===== src/rtl/core/tsasr_pkg.sv =====
// ----------------------------------------------------------------------------
// tsasr_pkg
// Shared types, widths, register indexes and rotation codes for the touch
// sample averager.
// ----------------------------------------------------------------------------
package tsasr_pkg;

	localparam int RAW_W  = 12;   // raw conversion width
	localparam int DIM_W  = 10;   // screen dimension / coordinate width
	localparam int ROT_W  = 2;
	localparam int ACNT_W = 8;    // attempt counter
	localparam int VCNT_W = 5;    // valid sample counter
	localparam int SUM_W  = 16;   // sample sums, origin offset, divisor
	localparam int NUM_W  = DIM_W + SUM_W;   // dividend / quotient width
	localparam int STEP_W = 5;    // divider step counter, holds NUM_W
	localparam int CFG_IDX_W  = 3;
	localparam int CFG_DATA_W = 12;
	localparam int IN_W   = 24;   // two raw fields
	localparam int OUT_W  = 24;   // two coordinates, padded to bytes

	localparam int SAMPLES_DEF  = 10;
	localparam int ATTEMPTS_DEF = 20;

	// configuration register indexes
	localparam logic [CFG_IDX_W-1:0] CFG_ROTATION = 3'd0;
	localparam logic [CFG_IDX_W-1:0] CFG_X_MIN    = 3'd1;
	localparam logic [CFG_IDX_W-1:0] CFG_X_MAX    = 3'd2;
	localparam logic [CFG_IDX_W-1:0] CFG_Y_MIN    = 3'd3;
	localparam logic [CFG_IDX_W-1:0] CFG_Y_MAX    = 3'd4;
	localparam logic [CFG_IDX_W-1:0] CFG_WIDTH    = 3'd5;
	localparam logic [CFG_IDX_W-1:0] CFG_HEIGHT   = 3'd6;

	// rotation codes
	localparam logic [ROT_W-1:0] ROT_PORTRAIT      = 2'd0;
	localparam logic [ROT_W-1:0] ROT_LANDSCAPE     = 2'd1;
	localparam logic [ROT_W-1:0] ROT_INV_PORTRAIT  = 2'd2;
	localparam logic [ROT_W-1:0] ROT_INV_LANDSCAPE = 2'd3;

	// register reset values
	localparam logic [RAW_W-1:0] X_MIN_RST  = 12'd100;
	localparam logic [RAW_W-1:0] X_MAX_RST  = 12'd1900;
	localparam logic [RAW_W-1:0] Y_MIN_RST  = 12'd200;
	localparam logic [RAW_W-1:0] Y_MAX_RST  = 12'd1950;
	localparam logic [DIM_W-1:0] WIDTH_RST  = 10'd240;
	localparam logic [DIM_W-1:0] HEIGHT_RST = 10'd320;

	// controller to datapath
	typedef struct packed {
		logic accept;      // input transaction this cycle
		logic prep;        // form origin offset and divisor
		logic mul;         // form dividend, arm divider
		logic div_step;    // one quotient bit
		logic axis_y;      // prep/mul work on Y, else X
		logic store_x;     // capture saturated X quotient
		logic load_out;    // fill output register, restart collection
		logic load_touch;  // output register gets a touched result
	} tsasr_cmd_t;

	// datapath to controller
	typedef struct packed {
		logic finish_touch; // this input completes a good average
		logic finish_zero;  // this input ends the run without a touch
		logic div_done;
		logic out_free;
	} tsasr_status_t;

	typedef enum logic [7:0] {
		ST_IDLE   = 8'b0000_0001,
		ST_PREP_X = 8'b0000_0010,
		ST_MUL_X  = 8'b0000_0100,
		ST_DIV_X  = 8'b0000_1000,
		ST_PREP_Y = 8'b0001_0000,
		ST_MUL_Y  = 8'b0010_0000,
		ST_DIV_Y  = 8'b0100_0000,
		ST_OUT    = 8'b1000_0000
	} tsasr_state_t;

	function automatic logic [DIM_W-1:0] sat_dim(input logic [NUM_W-1:0] q,
			input logic [DIM_W-1:0] dim);
		logic [DIM_W-1:0] r;
		if (q > NUM_W'(dim)) begin
			r = dim;
		end else begin
			r = q[DIM_W-1:0];
		end
		return r;
	endfunction

endpackage


===== src/rtl/core/tsasr_ctrl.sv =====
// ----------------------------------------------------------------------------
// tsasr_ctrl
// Sequencer: takes samples, runs the X then Y scale divisions when a run
// closes with a touch, and hands the result to the output register.
// ----------------------------------------------------------------------------
module tsasr_ctrl
	import tsasr_pkg::*;
(
	input  logic          clk,
	input  logic          arst_n,
	input  logic          in_valid,
	output logic          in_ready,
	input  tsasr_status_t status,
	output tsasr_cmd_t    cmd
);

	tsasr_state_t state_q, state_d;
	logic         touch_q, touch_d;
	logic         acc;

	assign in_ready = (state_q == ST_IDLE);
	assign acc      = in_valid && in_ready;

	always_comb begin
		state_d = state_q;
		touch_d = touch_q;
		cmd     = '0;
		case (state_q)
			ST_IDLE: begin
				cmd.accept = acc;
				if (acc && status.finish_touch) begin
					state_d = ST_PREP_X;
					touch_d = 1'b1;
				end else if (acc && status.finish_zero) begin
					state_d = ST_OUT;
					touch_d = 1'b0;
				end
			end
			ST_PREP_X: begin
				cmd.prep = 1'b1;
				state_d  = ST_MUL_X;
			end
			ST_MUL_X: begin
				cmd.mul = 1'b1;
				state_d = ST_DIV_X;
			end
			ST_DIV_X: begin
				if (status.div_done) begin
					state_d = ST_PREP_Y;
				end else begin
					cmd.div_step = 1'b1;
				end
			end
			ST_PREP_Y: begin
				cmd.prep    = 1'b1;
				cmd.axis_y  = 1'b1;
				cmd.store_x = 1'b1;
				state_d     = ST_MUL_Y;
			end
			ST_MUL_Y: begin
				cmd.mul    = 1'b1;
				cmd.axis_y = 1'b1;
				state_d    = ST_DIV_Y;
			end
			ST_DIV_Y: begin
				if (status.div_done) begin
					state_d = ST_OUT;
				end else begin
					cmd.div_step = 1'b1;
				end
			end
			ST_OUT: begin
				// hold until the output register is free
				cmd.load_touch = touch_q;
				if (status.out_free) begin
					cmd.load_out = 1'b1;
					state_d      = ST_IDLE;
				end
			end
			default: begin
				state_d = ST_IDLE;
			end
		endcase
	end

	always_ff @(posedge clk or negedge arst_n) begin
		if (!arst_n) begin
			state_q <= ST_IDLE;
			touch_q <= 1'b0;
		end else begin
			state_q <= state_d;
			touch_q <= touch_d;
		end
	end

endmodule


===== src/rtl/core/tsasr_dp.sv =====
// ----------------------------------------------------------------------------
// tsasr_dp
// Datapath: configuration registers, sample accumulators, shared restoring
// divider, rotation and output register.
// ----------------------------------------------------------------------------
module tsasr_dp
	import tsasr_pkg::*;
#(
	parameter int SAMPLES  = SAMPLES_DEF,
	parameter int ATTEMPTS = ATTEMPTS_DEF
) (
	input  logic                  clk,
	input  logic                  arst_n,
	input  logic                  cfg_we,
	input  logic [CFG_IDX_W-1:0]  cfg_index,
	input  logic [CFG_DATA_W-1:0] cfg_data,
	input  logic [RAW_W-1:0]      x_raw,
	input  logic [RAW_W-1:0]      y_raw,
	input  tsasr_cmd_t            cmd,
	output tsasr_status_t         status,
	output logic                  out_valid,
	input  logic                  out_ready,
	output logic [DIM_W-1:0]      pos_x,
	output logic [DIM_W-1:0]      pos_y,
	output logic                  touched
);

	// configuration
	logic [ROT_W-1:0] rotation_q;
	logic [RAW_W-1:0] x_min_q, x_max_q, y_min_q, y_max_q;
	logic [DIM_W-1:0] width_q, height_q;

	// collection state
	logic [ACNT_W-1:0] attempt_q, attempt_nx;
	logic [VCNT_W-1:0] valid_q, valid_nx;
	logic [SUM_W-1:0]  sum_x_q, sum_y_q;
	logic              sample_ok, ranges_ok, enough;

	// divider
	logic [SUM_W-1:0]  diff_q, den_q;
	logic [NUM_W-1:0]  num_q;
	logic [SUM_W-1:0]  rem_q;
	logic [STEP_W-1:0] step_q;
	logic [SUM_W:0]    shifted;
	logic [DIM_W-1:0]  px_q;

	// axis selection
	logic [SUM_W-1:0] sel_sum, base;
	logic [RAW_W-1:0] sel_lo, sel_hi;
	logic [DIM_W-1:0] sel_dim;

	// output
	logic             out_valid_q, touched_q;
	logic [DIM_W-1:0] pos_x_q, pos_y_q, py, ox, oy;

	always_ff @(posedge clk or negedge arst_n) begin
		if (!arst_n) begin
			rotation_q <= ROT_PORTRAIT;
			x_min_q    <= X_MIN_RST;
			x_max_q    <= X_MAX_RST;
			y_min_q    <= Y_MIN_RST;
			y_max_q    <= Y_MAX_RST;
			width_q    <= WIDTH_RST;
			height_q   <= HEIGHT_RST;
		end else if (cfg_we) begin
			case (cfg_index)
				CFG_ROTATION: rotation_q <= cfg_data[ROT_W-1:0];
				CFG_X_MIN:    x_min_q    <= cfg_data[RAW_W-1:0];
				CFG_X_MAX:    x_max_q    <= cfg_data[RAW_W-1:0];
				CFG_Y_MIN:    y_min_q    <= cfg_data[RAW_W-1:0];
				CFG_Y_MAX:    y_max_q    <= cfg_data[RAW_W-1:0];
				CFG_WIDTH:    width_q    <= cfg_data[DIM_W-1:0];
				CFG_HEIGHT:   height_q   <= cfg_data[DIM_W-1:0];
				default: begin
				end
			endcase
		end
	end

	// completion decision for the sample on the input
	assign sample_ok = (x_raw >= x_min_q) && (x_raw <= x_max_q) &&
		(y_raw >= y_min_q) && (y_raw <= y_max_q);
	assign attempt_nx = attempt_q + ACNT_W'(1);
	assign valid_nx   = valid_q + VCNT_W'(sample_ok);
	assign enough     = (valid_nx >= VCNT_W'(SAMPLES));
	assign ranges_ok  = (x_max_q > x_min_q) && (y_max_q > y_min_q);

	assign status.finish_touch = enough && ranges_ok;
	assign status.finish_zero  = (enough && !ranges_ok) ||
		(!enough && (attempt_nx >= ACNT_W'(ATTEMPTS)));
	assign status.div_done = (step_q == '0);
	assign status.out_free = !out_valid_q || out_ready;

	always_ff @(posedge clk or negedge arst_n) begin
		if (!arst_n) begin
			attempt_q <= '0;
			valid_q   <= '0;
			sum_x_q   <= '0;
			sum_y_q   <= '0;
		end else if (cmd.load_out) begin
			attempt_q <= '0;
			valid_q   <= '0;
			sum_x_q   <= '0;
			sum_y_q   <= '0;
		end else if (cmd.accept) begin
			attempt_q <= attempt_nx;
			valid_q   <= valid_nx;
			if (sample_ok) begin
				sum_x_q <= sum_x_q + SUM_W'(x_raw);
				sum_y_q <= sum_y_q + SUM_W'(y_raw);
			end
		end
	end

	assign sel_sum = cmd.axis_y ? sum_y_q  : sum_x_q;
	assign sel_lo  = cmd.axis_y ? y_min_q  : x_min_q;
	assign sel_hi  = cmd.axis_y ? y_max_q  : x_max_q;
	assign sel_dim = cmd.axis_y ? height_q : width_q;
	assign base    = SUM_W'(SAMPLES) * SUM_W'(sel_lo);

	assign shifted = {rem_q, num_q[NUM_W-1]};

	// offset and divisor, then dividend, then one quotient bit a cycle
	always_ff @(posedge clk) begin
		if (cmd.prep) begin
			diff_q <= (sel_sum > base) ? (sel_sum - base) : '0;
			den_q  <= SUM_W'(SAMPLES) * SUM_W'(sel_hi - sel_lo);
		end
		if (cmd.mul) begin
			num_q <= NUM_W'(sel_dim) * NUM_W'(diff_q);
			rem_q <= '0;
		end else if (cmd.div_step) begin
			if (shifted >= {1'b0, den_q}) begin
				rem_q <= SUM_W'(shifted - {1'b0, den_q});
				num_q <= {num_q[NUM_W-2:0], 1'b1};
			end else begin
				rem_q <= shifted[SUM_W-1:0];
				num_q <= {num_q[NUM_W-2:0], 1'b0};
			end
		end
		if (cmd.store_x) begin
			px_q <= sat_dim(num_q, width_q);
		end
	end

	always_ff @(posedge clk or negedge arst_n) begin
		if (!arst_n) begin
			step_q <= '0;
		end else if (cmd.mul) begin
			step_q <= STEP_W'(NUM_W);
		end else if (cmd.div_step) begin
			step_q <= step_q - STEP_W'(1);
		end
	end

	// Y quotient is still in the divider when the result is formed
	assign py = sat_dim(num_q, height_q);

	always_comb begin
		case (rotation_q)
			ROT_PORTRAIT: begin
				ox = px_q;
				oy = height_q - py;
			end
			ROT_LANDSCAPE: begin
				ox = height_q - py;
				oy = width_q - px_q;
			end
			ROT_INV_PORTRAIT: begin
				ox = width_q - px_q;
				oy = py;
			end
			default: begin
				ox = py;
				oy = px_q;
			end
		endcase
	end

	always_ff @(posedge clk or negedge arst_n) begin
		if (!arst_n) begin
			out_valid_q <= 1'b0;
		end else if (cmd.load_out) begin
			out_valid_q <= 1'b1;
		end else if (out_ready) begin
			out_valid_q <= 1'b0;
		end
	end

	always_ff @(posedge clk) begin
		if (cmd.load_out) begin
			touched_q <= cmd.load_touch;
			pos_x_q   <= cmd.load_touch ? ox : '0;
			pos_y_q   <= cmd.load_touch ? oy : '0;
		end
	end

	assign out_valid = out_valid_q;
	assign pos_x     = pos_x_q;
	assign pos_y     = pos_y_q;
	assign touched   = touched_q;

`ifndef ASSERT_OFF
	// a full run must never take a further sample before it is restarted
	a_no_accept_when_full: assert property (@(posedge clk) disable iff (!arst_n)
		(valid_q >= VCNT_W'(SAMPLES)) |-> !cmd.accept)
		else $error("sample accepted after the run was complete");

	// never overwrite a result that is still waiting
	a_load_when_free: assert property (@(posedge clk) disable iff (!arst_n)
		cmd.load_out |-> (!out_valid_q || out_ready))
		else $error("output register overwritten while occupied");

	// restoring divider keeps its partial remainder below the divisor
	a_rem_below_den: assert property (@(posedge clk) disable iff (!arst_n)
		cmd.div_step |=> (rem_q < den_q))
		else $error("divider remainder out of range");
`endif

endmodule


===== src/rtl/core/touch_sample_average_scale_rotate.sv =====
// ----------------------------------------------------------------------------
// touch_sample_average_scale_rotate
// Averages raw touch conversion pairs, scales them to screen pixels and
// applies one of four panel rotations.
// ----------------------------------------------------------------------------
//
// Channel  Direction  Contents
// s_*      in         raw pair: x_raw [11:0], y_raw [23:12]
// m_*      out        result: pos_x [9:0], pos_y [19:10]; tuser = touched
// cfg_*    in         register write: index 0..6, data [11:0]
//
// A sample that does not close a run is taken back to back.
// A sample that closes a run with a touch runs two 26-step restoring
// divisions (one quotient bit per cycle, shared by X and Y) plus offset
// and multiply steps; a run that ends without a touch goes straight to
// the output register.
// Reset clears counters, sums and the output valid; registers take their
// defaults. A waiting result stalls only the next closing sample.
//
module touch_sample_average_scale_rotate
	import tsasr_pkg::*;
#(
	parameter int SAMPLES  = SAMPLES_DEF,   // valid pairs per average, 1..16
	parameter int ATTEMPTS = ATTEMPTS_DEF   // pairs allowed per run, 1..255
) (
	input  logic                  clk,
	input  logic                  arst_n,
	// raw sample stream
	input  logic                  s_tvalid,
	output logic                  s_tready,
	input  logic [IN_W-1:0]       s_tdata,   // x_raw [11:0], y_raw [23:12]
	// result stream
	output logic                  m_tvalid,
	input  logic                  m_tready,
	output logic [OUT_W-1:0]      m_tdata,   // pos_x [9:0], pos_y [19:10], zero pad
	output logic                  m_tuser,   // touched
	// configuration writes
	input  logic                  cfg_we,
	input  logic [CFG_IDX_W-1:0]  cfg_index,
	input  logic [CFG_DATA_W-1:0] cfg_data
);

	tsasr_cmd_t       cmd;
	tsasr_status_t    status;
	logic [DIM_W-1:0] pos_x, pos_y;

	// sequencer: one transaction in, divisions, then the result register
	tsasr_ctrl u_ctrl (
		.clk      (clk),
		.arst_n   (arst_n),
		.in_valid (s_tvalid),
		.in_ready (s_tready),
		.status   (status),
		.cmd      (cmd)
	);

	// accumulators, divider, rotation and output register
	tsasr_dp #(
		.SAMPLES  (SAMPLES),
		.ATTEMPTS (ATTEMPTS)
	) u_dp (
		.clk       (clk),
		.arst_n    (arst_n),
		.cfg_we    (cfg_we),
		.cfg_index (cfg_index),
		.cfg_data  (cfg_data),
		.x_raw     (s_tdata[RAW_W-1:0]),
		.y_raw     (s_tdata[2*RAW_W-1:RAW_W]),
		.cmd       (cmd),
		.status    (status),
		.out_valid (m_tvalid),
		.out_ready (m_tready),
		.pos_x     (pos_x),
		.pos_y     (pos_y),
		.touched   (m_tuser)
	);

	// pack coordinates, pad the upper bits
	assign m_tdata = {(OUT_W - 2*DIM_W)'(0), pos_y, pos_x};

endmodule

===== config.mk =====
export PLATFORM = sky130hd
export DESIGN_NAME = touch_sample_average_scale_rotate
export DESIGN_NICKNAME = d
export VERILOG_FILES = /design/src/rtl/core/tsasr_pkg.sv /design/src/rtl/core/tsasr_ctrl.sv /design/src/rtl/core/tsasr_dp.sv /design/src/rtl/core/touch_sample_average_scale_rotate.sv
export SDC_FILE = /design/constraint.sdc
export NUM_CORES = 1
export LEC_CHECK = 0
export BUFFER_PORTS_ARGS = -buffer_cell sky130_fd_sc_hd__buf_2
export CORE_MARGIN = 2
export CORE_UTILIZATION = 60
export CTS_BUF_LIST = sky130_fd_sc_hd__clkbuf_4
export DETAILED_ROUTE_END_ITERATION = 12
export MAX_ROUTING_LAYER = met4
export PLACE_DENSITY_LB_ADDON = 0.25
export SYNTH_ARGS = -nofsm -noshare
export SYNTH_HDL_FRONTEND = slang
export SYNTH_HIERARCHICAL = 1
export SYNTH_SLANG_ARGS = --single-unit

===== constraint.sdc =====
create_clock -name clk -period 15.7 [get_ports clk]
set_input_delay 3.925 -clock clk [delete_from_list [all_inputs] [get_ports clk]]
set_output_delay 3.925 -clock clk [all_outputs]
set_load 0.01 [all_outputs]

---- Yosys cells after proc, flatten, opt, wreduce, memory -nomap -nowiden ----
Index checks and enable logic that the tools add are counted.
storage, ports and cells
  word-level logic and storage cells ...... 148
  bits of input ports ..................... 44
  output and inout bits ................... 27
  register bits after elaboration ......... 234
operators by class
  reductions and logical operators ........ 37
  equal/unequal tests ..................... 20
  add/subtract/negate cells ............... 10
  mux-type cells .......................... 43
  magnitude comparators ................... 12
  multipliers ............................. 3
operator list
  kind                   count
  $mux 16                8
  $pmux 8 s8             1
  $pmux 10 s3            2
  $mux 8                 7
  $gt 26x10->1           2
  $mux 26                2
  $add 16x12->16         2
  $sub 16x16->16         2
  $mux 10                3
  $mul 10x16->26         1
  $ge 12x12->1           2
  $gt 12x12->1           2
  $le 12x12->1           2
  $mux 12                2
  $mux 5                 4
  $sub 10x10->10         2
  $reduce_and 2->1       9
  $ge 17x16->1           1
  $gt 16x16->1           1
  $mul 3x16->15 const A  1
  $mul 3x12->15 const A  1
  $mux 1                 13
  $sub 12x12->13         1
  $logic_and 1x1->1      10
  29 further kinds       44

---- Logic depth before layout (Yosys ltp) ----
Gate-level depths: netlist of the first run.
  depth after elaboration ................. 13
  depth in mapped cells ................... 29
  gate-level depth less buffers ........... 25

---- By module ----
The synthesis of the first run kept the hierarchy.
by module, submodules not included
  module                             area each (um^2)  times used  cells each  sequential area each (um^2)
  tsasr_dp                           22,069.9          1           2,350       6,024.5
  tsasr_ctrl                         619.3             1           69          226.5
  touch_sample_average_scale_rotate  33.8              1           5           0.0

---- Worst setup path before layout of the first run ----
No wires, ideal clock.
  path type ............................... input to register
  from .................................... in s_tdata[21]
  to ...................................... reg u_ctrl.state_q[3]
  setup time .............................. 119 ps
  stages on the path ...................... 17
  arrival ................................. 7,261 ps
  path buffers ............................ 0
  data required time ...................... 15,581 ps
  setup slack ............................. 8,320 ps
  cells stage by stage .................... ha_1 -> a21o_1 -> a211o_1 -> a211oi_1 -> o31a_1 -> nor4_2 -> o211a_1 -> ha_1 -> ha_1 -> inv_1 -> a21oi_1 -> o32a_1 -> o21ai_0 -> nor4bb_1 -> o21ai_0 -> a21o_2 -> a21bo_2
RTL lines
  element               RTL line                                 text
  start, declared       touch_sample_average_scale_rotate.sv:31  input logic [IN_W-1:0] s_tdata,
  end signal, assigned  tsasr_ctrl.sv:91                         state_q <= state_d;
  end, declared         tsasr_ctrl.sv:17                         tsasr_state_t state_q, state_d;

==> results of run 1 <==
## stage by stage
step | util, % | instances
6_report | 65.3 | 3061
5_1_grt | 65.3 | 3061
4_1_cts | 65.3 | 3059
3_5_place_dp | 62.8 | 2935
3_3_place_gp | 62.8 | 2935
2_1_floorplan | - | 2427
## synth_stat cells, types with 17 or more instances
cell,number
a21oi_1,115
nand2b_1,24
and2_1,52
o21a_1,25
a211oi_1,21
a21o_1,60
buf_1,22
nor3_1,45
mux2_2,75
dfrtp_1,102
nand3_1,22
nor2b_1,64
nand2_1,241
fa_1,119
dfstp_2,28
nor2_1,122
ha_1,286
xnor2_1,73
mux2i_1,57
clkbuf_1,53
o21bai_1,17
xor2_1,48
inv_1,281
o21ai_0,135
edfxtp_1,88
nand4_1,24
## layer usage
| metal | wire length (um) | vias to the layer above | track usage [%] |
|---|---|---|---|
| li1 | - | 8586 | - |
| met1 | 24400 | 8776 | 38.5 |
| met2 | 27500 | 517 | 50.6 |
| met3 | 3170 | 97 | 4.49 |
| met4 | 1190 | 0 | 9.26 |
| met5 | 0 | - | - |
## registers in the layout, indices dropped and copies added, names as in the netlist, 2 cells and up
name,count
u_ctrl/state_q,8
u_dp/attempt_q,8
u_dp/den_q,15
u_dp/diff_q,16
u_dp/height_q,10
u_dp/num_q,26
u_dp/pos_x,10
u_dp/pos_y,10
u_dp/px_q,10
u_dp/rem_q,16
u_dp/rotation_q,2
u_dp/step_q,5
u_dp/sum_x_q,16
u_dp/sum_y_q,16
u_dp/valid_q,5
u_dp/width_q,10
u_dp/x_max_q,12
u_dp/x_min_q,12
u_dp/y_max_q,12
u_dp/y_min_q,12
## area by class of cell
type | instances | area share (%)
multi-input cells | 1820 | 61.6
flip-flops and latches | 234 | 25.5
inverters | 281 | 4.31
clock buffers | 101 | 3.10
well taps | 511 | 2.61
repair buffers | 89 | 2.08
clock inverters | 23 | 0.695
diodes | 2 | 0.0204
## report_power, final
group	internal, mW	leakage (nW)	switching, mW
combinational	1.81	8.71	2.39
sequential	0.776	2.56	0.0987
clock	0.345	0.553	0.281
total	2.93	11.8	2.77
## critical path, delay by kind of cell (launching register included)
kind / cells / cell delay, ns
DFF: 1 / 0.50
and+or+nand+nor: 4 / 1.15
adders and majority gates: 6 / 2.93
buffers and inverters: 5 / 0.47
xor gates and xnor gates: 1 / 0.17
AOI/OAI and AO/OA: 6 / 1.49
muxes: 2 / 0.55
## cell families after synthesis
family	Yosys count	synth area share, %
xor+xnor	121	4.66
buf+inv	373	6.42
compound gates	481	13.6
other cells	1	0.0165
mux	143	7.22
simple gates	666	14.3
fa+ha+maj	405	26.2
flops	234	27.5
## worst paths after layout
path / startpoint / to / slack [ns] / cells past startpoint
setup reg to reg: u_ctrl/state_q[6] / u_dp/num_q[24] / 8.18 / 24
setup / recovery: u_ctrl/state_q[6] / u_dp/num_q[24] / 8.18 / 24
hold / removal: u_dp/rem_q[11] / u_dp/rem_q[11] / 0.49 / 2
max in group asynchronous: arst_n / u_dp/attempt_q[2] / 11.18 / 2
hold reg to reg: u_dp/rem_q[11] / u_dp/rem_q[11] / 0.49 / 2
min in group asynchronous: arst_n / u_dp/x_min_q[11] / 3.18 / 1
==> results.cfg, run 1 <==
[status]
status = finished clean

[cells_and_area]
fin_area_um2 = 24500
area_growth_pct = 7.71
area.sequential_um2 = 6250
mostFrequentLayoutCell = ha_1
final_nets = 2943
final_cell_mix = ha_1, inv_1, nand2_1
fill_cells = 3149
multi_input_area_um2 = 15100
drive_gt1_share_pct = 13.5

[sta]
max_freq_mhz = 133
setup_tns_ns = 0
tightest_slew_ns = 1.16
period_needed_ns = 7.52
rsz0062_at_grt = no
hold-worst-slack_ns = 0.486
slew_headroom_pct = 22.2
hold_viol = 0
report.final.slew_viol_count = 0
period_share_pct = 47.9
setup_viol = 0
finClkSkew_ns = 0.0568
fin_ws_ns = 8.18

[clock_network]
holdBufCountCts = 0
htreeDepth = 3
clock_latency_ns = 0.77
cts_buffers = 68
cts_tree = done
clock_path_buffers = 3
clk_pin_slew_ns = 0.06
cts_setup_buffers = 0
root_buffer = clkbuf_4
cts-resized-gates = 0
cts_sinks = 234

[power_and_ir_drop]
ir_drop_mv = 0.234
p_leak_nw = 11.8
power_density_nw_per_um2 = 233
total_power_mw = 5.70

[yosys]
ys_top_cells_by_area = ha_1, edfxtp_1, dfrtp_1
synth_flop_cell = dfrtp_1
yosysSeqAreaShare_pct = 27.5
yosysTopAreaCellShare_pct = 15.7
ys_warn_count = 6
synth.distinct_cells = 86
syn_area_per_cell_um2 = 9.37
synth_area_um2 = 22700
yosysTopAreaCell = ha_1
synth-edff-count = 88
synth_seq_cells = 234
async_flop_share_pct = 55.6
synthCells = 2424

[worst_setup_path]
worstPathRequired_ns = 16.17
critPathMaxStageDelay_ns = 0.56
startpoint_type = flip-flop
cp.arrival_ns = 7.99
crit_slowest_cell = fa_1
critPathMostFrequentCell = fa_1
crit_path_max_fanout = 19
crit_type = reg -> reg
path_cells = nor4_4, nand2_1, nor2_4, mux2i_1, buf_4, nor2b_1, fa_1, fa_1, inv_1, fa_1, inv_1, fa_1, inv_1, fa_1, inv_1, ha_1, a21o_1, a31o_2, a21o_1, o311a_1, a21oi_1, o211ai_1, xor2_1, mux2_2
endpoint_kind = flip-flop

[routing]
firstDrtPassIters = 5
wirelength_um = 56300
drt_iter0_markers = 1208
ant_nets = 0
vias = 18000
wl_per_cell_um = 18.4
vias_per_cell = 5.87
drc = 0

[grt]
antenna_found_initial = 2
grt_pass1_vias = 18200
grt_max_degree = 68
grt.total_usage_pct = 30.4
grt-ovfl-total = 0
grt_pass1_wl_um = 92100

[floorplan]
io_pins = 71
start_util_pct = 60.6
fp.dieW_um = 199
die_area_um2 = 39400
rows = 71
dieHeight_um = 199
core_region_area_um2 = 37500

[place]
dpl_cell_area_um2 = 23500
placement.io_buffers = 66
hpwlAfterDp_um = 44000
dp_slack_ns = 7.68
place_congestion = 0.988

[min_path]
hp-class = reg -> reg

[run]
cap_violations = 0
Note: power is estimated with default switching activity, not from simulation.
==> run 2, diff against run 1 <==
==> constraint.sdc (replaced) <==
create_clock -name clk -period 7.1 [get_ports clk]
set_input_delay 1.775 -clock clk [delete_from_list [all_inputs] [get_ports clk]]
set_output_delay 1.775 -clock clk [all_outputs]
set_load 0.01 [all_outputs]
==> results.cfg, run 2 (synthesis gave the netlist of run 1 again) <==
[status]
status = finished clean

[clock_network]
cts_sinks = 234
cts_buffers = 71
clock_latency_ns = 0.76
clock_path_buffers = 3
clk_pin_slew_ns = 0.06
htreeDepth = 3
cts_tree = done
root_buffer = clkbuf_4
holdBufCountCts = 0

[floorplan]
core_region_area_um2 = 37500
dieHeight_um = 199
die_area_um2 = 39400
start_util_pct = 60.6
io_pins = 71
rows = 71
fp.dieW_um = 199

[power_and_ir_drop]
pwr-share-comb_pct = 74.4
power_density_nw_per_um2 = 523
swShare_pct = 49.0
ir_drop_mv = 0.562
clockPowerShare_pct = 10.7
intPower_mw = 6.57
p_sw_mw = 6.32
seqPwrFrac_pct = 14.9
p_leak_nw = 11.9
total_power_mw = 12.9

[routing]
drc = 0
firstDrtPassIters = 5
wirelength_um = 57800
met3_length_um = 2790
drt_iter0_markers = 1185
wl_met1_um = 24600
wl_per_cell_um = 18.7
vias = 18300
wl_met2_um = 28500
ant_nets = 0
vias_per_cell = 5.92
highest_layer = met4

[sta]
setup_viol = 0
rsz0062_at_grt = no
max_freq_mhz = 147
tightest_slew_ns = 1.25
slew_headroom_pct = 16.1
hold-worst-slack_ns = 0.468
hold_viol = 0
finClkSkew_ns = 0.0672
period_needed_ns = 6.79
report.final.slew_viol_count = 0
period_share_pct = 95.7
setup_tns_ns = 0
fin_ws_ns = 0.306

[cells_and_area]
fin_area_um2 = 24700
mostFrequentLayoutCell = ha_1
drive_gt1_share_pct = 14.3
multi_input_area_um2 = 15100
area_growth_pct = 8.57
fin_cells = 3083
fill_cells = 3132
final_cell_mix = ha_1, inv_1, nand2_1
area.sequential_um2 = 6250
regMostFlops = u_dp/num_q
final_core_util_pct = 65.8
largest_reg_flops = 26
final_nets = 2962

[worst_setup_path]
worstPathRequired_ns = 7.55
cp.arrival_ns = 7.24
crit_type = reg -> reg
crit_path_max_fanout = 16
endpoint_kind = flip-flop
critical_path.startpoint = u_ctrl/state_q[7]
rr_startpoint = u_ctrl/state_q[7]
startpoint_type = flip-flop
rrSetupSlack_ns = 0.31

[min_path]
hp-class = reg -> reg
hp-start = u_dp/rem_q[15]

[grt]
grt_pass1_vias = 18600
grt.total_usage_pct = 31.1
antenna_found_initial = 2
grt_pass1_wl_um = 94000
grt_max_degree = 76
grt-ovfl-total = 0

[place]
place_congestion = 0.949
placement.io_buffers = 66
dpl_cell_area_um2 = 23600
dp_slack_ns = -0.0990
dpl.cell_count = 2942
hpwlAfterDp_um = 45200

[run]
cap_violations = 0
-- run 2: cell count changes in the layout (fill, tap and decap cells not counted), moves of 2 or more --
cell / previous run / this run
a21oi_1: 115 / 113
buf_4: 23 / 34
buf_6: 1 / 5
clkbuf_4: 101 / 106
clkinv_1: 14 / 19
clkinv_2: 4 / 0
clkinvlp_4: 0 / 2
-- run 2: routing by layer --
metal | vias to the layer above | GRT usage [%]
met2 | 487 | 52.0
li1 | 8631 | -
met5 | - | -
met3 | 133 | 5.00
met1 | 9009 | 38.3
met4 | 0 | 11.1
-- run 2: path summary, 6_finish.rpt --
kind                                         to  depth (start not counted)
worst max-delay path             u_dp/num_q[20]                         25
worst min-delay path             u_dp/rem_q[15]                          2
worst max register to register   u_dp/num_q[20]                         25
worst min register to register   u_dp/rem_q[15]                          2
max in group asynchronous        u_dp/step_q[1]                          2
min in group asynchronous       u_dp/y_min_q[9]                          1
-- run 2: final cells by class --
cell class | instances | area share [%]
Multi-Input combinational cell | 1820 | 61.3
Sequential cell | 234 | 25.3
Inverter | 281 | 4.28
Clock buffer | 106 | 3.23
Timing Repair Buffer | 105 | 2.66
Tap cell | 511 | 2.59
Clock inverter | 24 | 0.609
Antenna cell | 2 | 0.0203
-- run 2: repair_timing --
action,4_1_cts,5_1_grt
setup buffers,1,8
setup endpoints to repair,4,8
resized for setup,0,11
pin swaps,1,2
-- run 2: power groups by stage --
stage / clock network, mW / registers (mW) / logic (mW)
after floorplan: 0 / 1.86 / 7.31
after global placement: 0 / 1.93 / 8.99
after detailed placement: 0 / 1.94 / 9.28
after CTS: 1.42 / 1.92 / 9.39
after global routing: 1.49 / 1.95 / 10.8
final: 1.38 / 1.92 / 9.59
-- run 2: critical path: stages (launching register included) --
cell and delay [ns]:
dfrtp_1 0.41, nor4_4 0.36, nand2_2 0.12, nor2_4 0.12, buf_12 0.16, mux2i_1 0.24, buf_6 0.16, nor2b_1 0.06
fa_1 0.44, fa_1 0.55, inv_1 0.05, fa_1 0.47, inv_1 0.06, fa_1 0.55, inv_1 0.06, fa_1 0.53
inv_1 0.05, ha_1 0.34, a21o_1 0.22, a31o_2 0.26, a21o_1 0.17, o311a_1 0.34, a21oi_4 0.20, o21ai_0 0.14
xor2_1 0.16, mux2_2 0.26
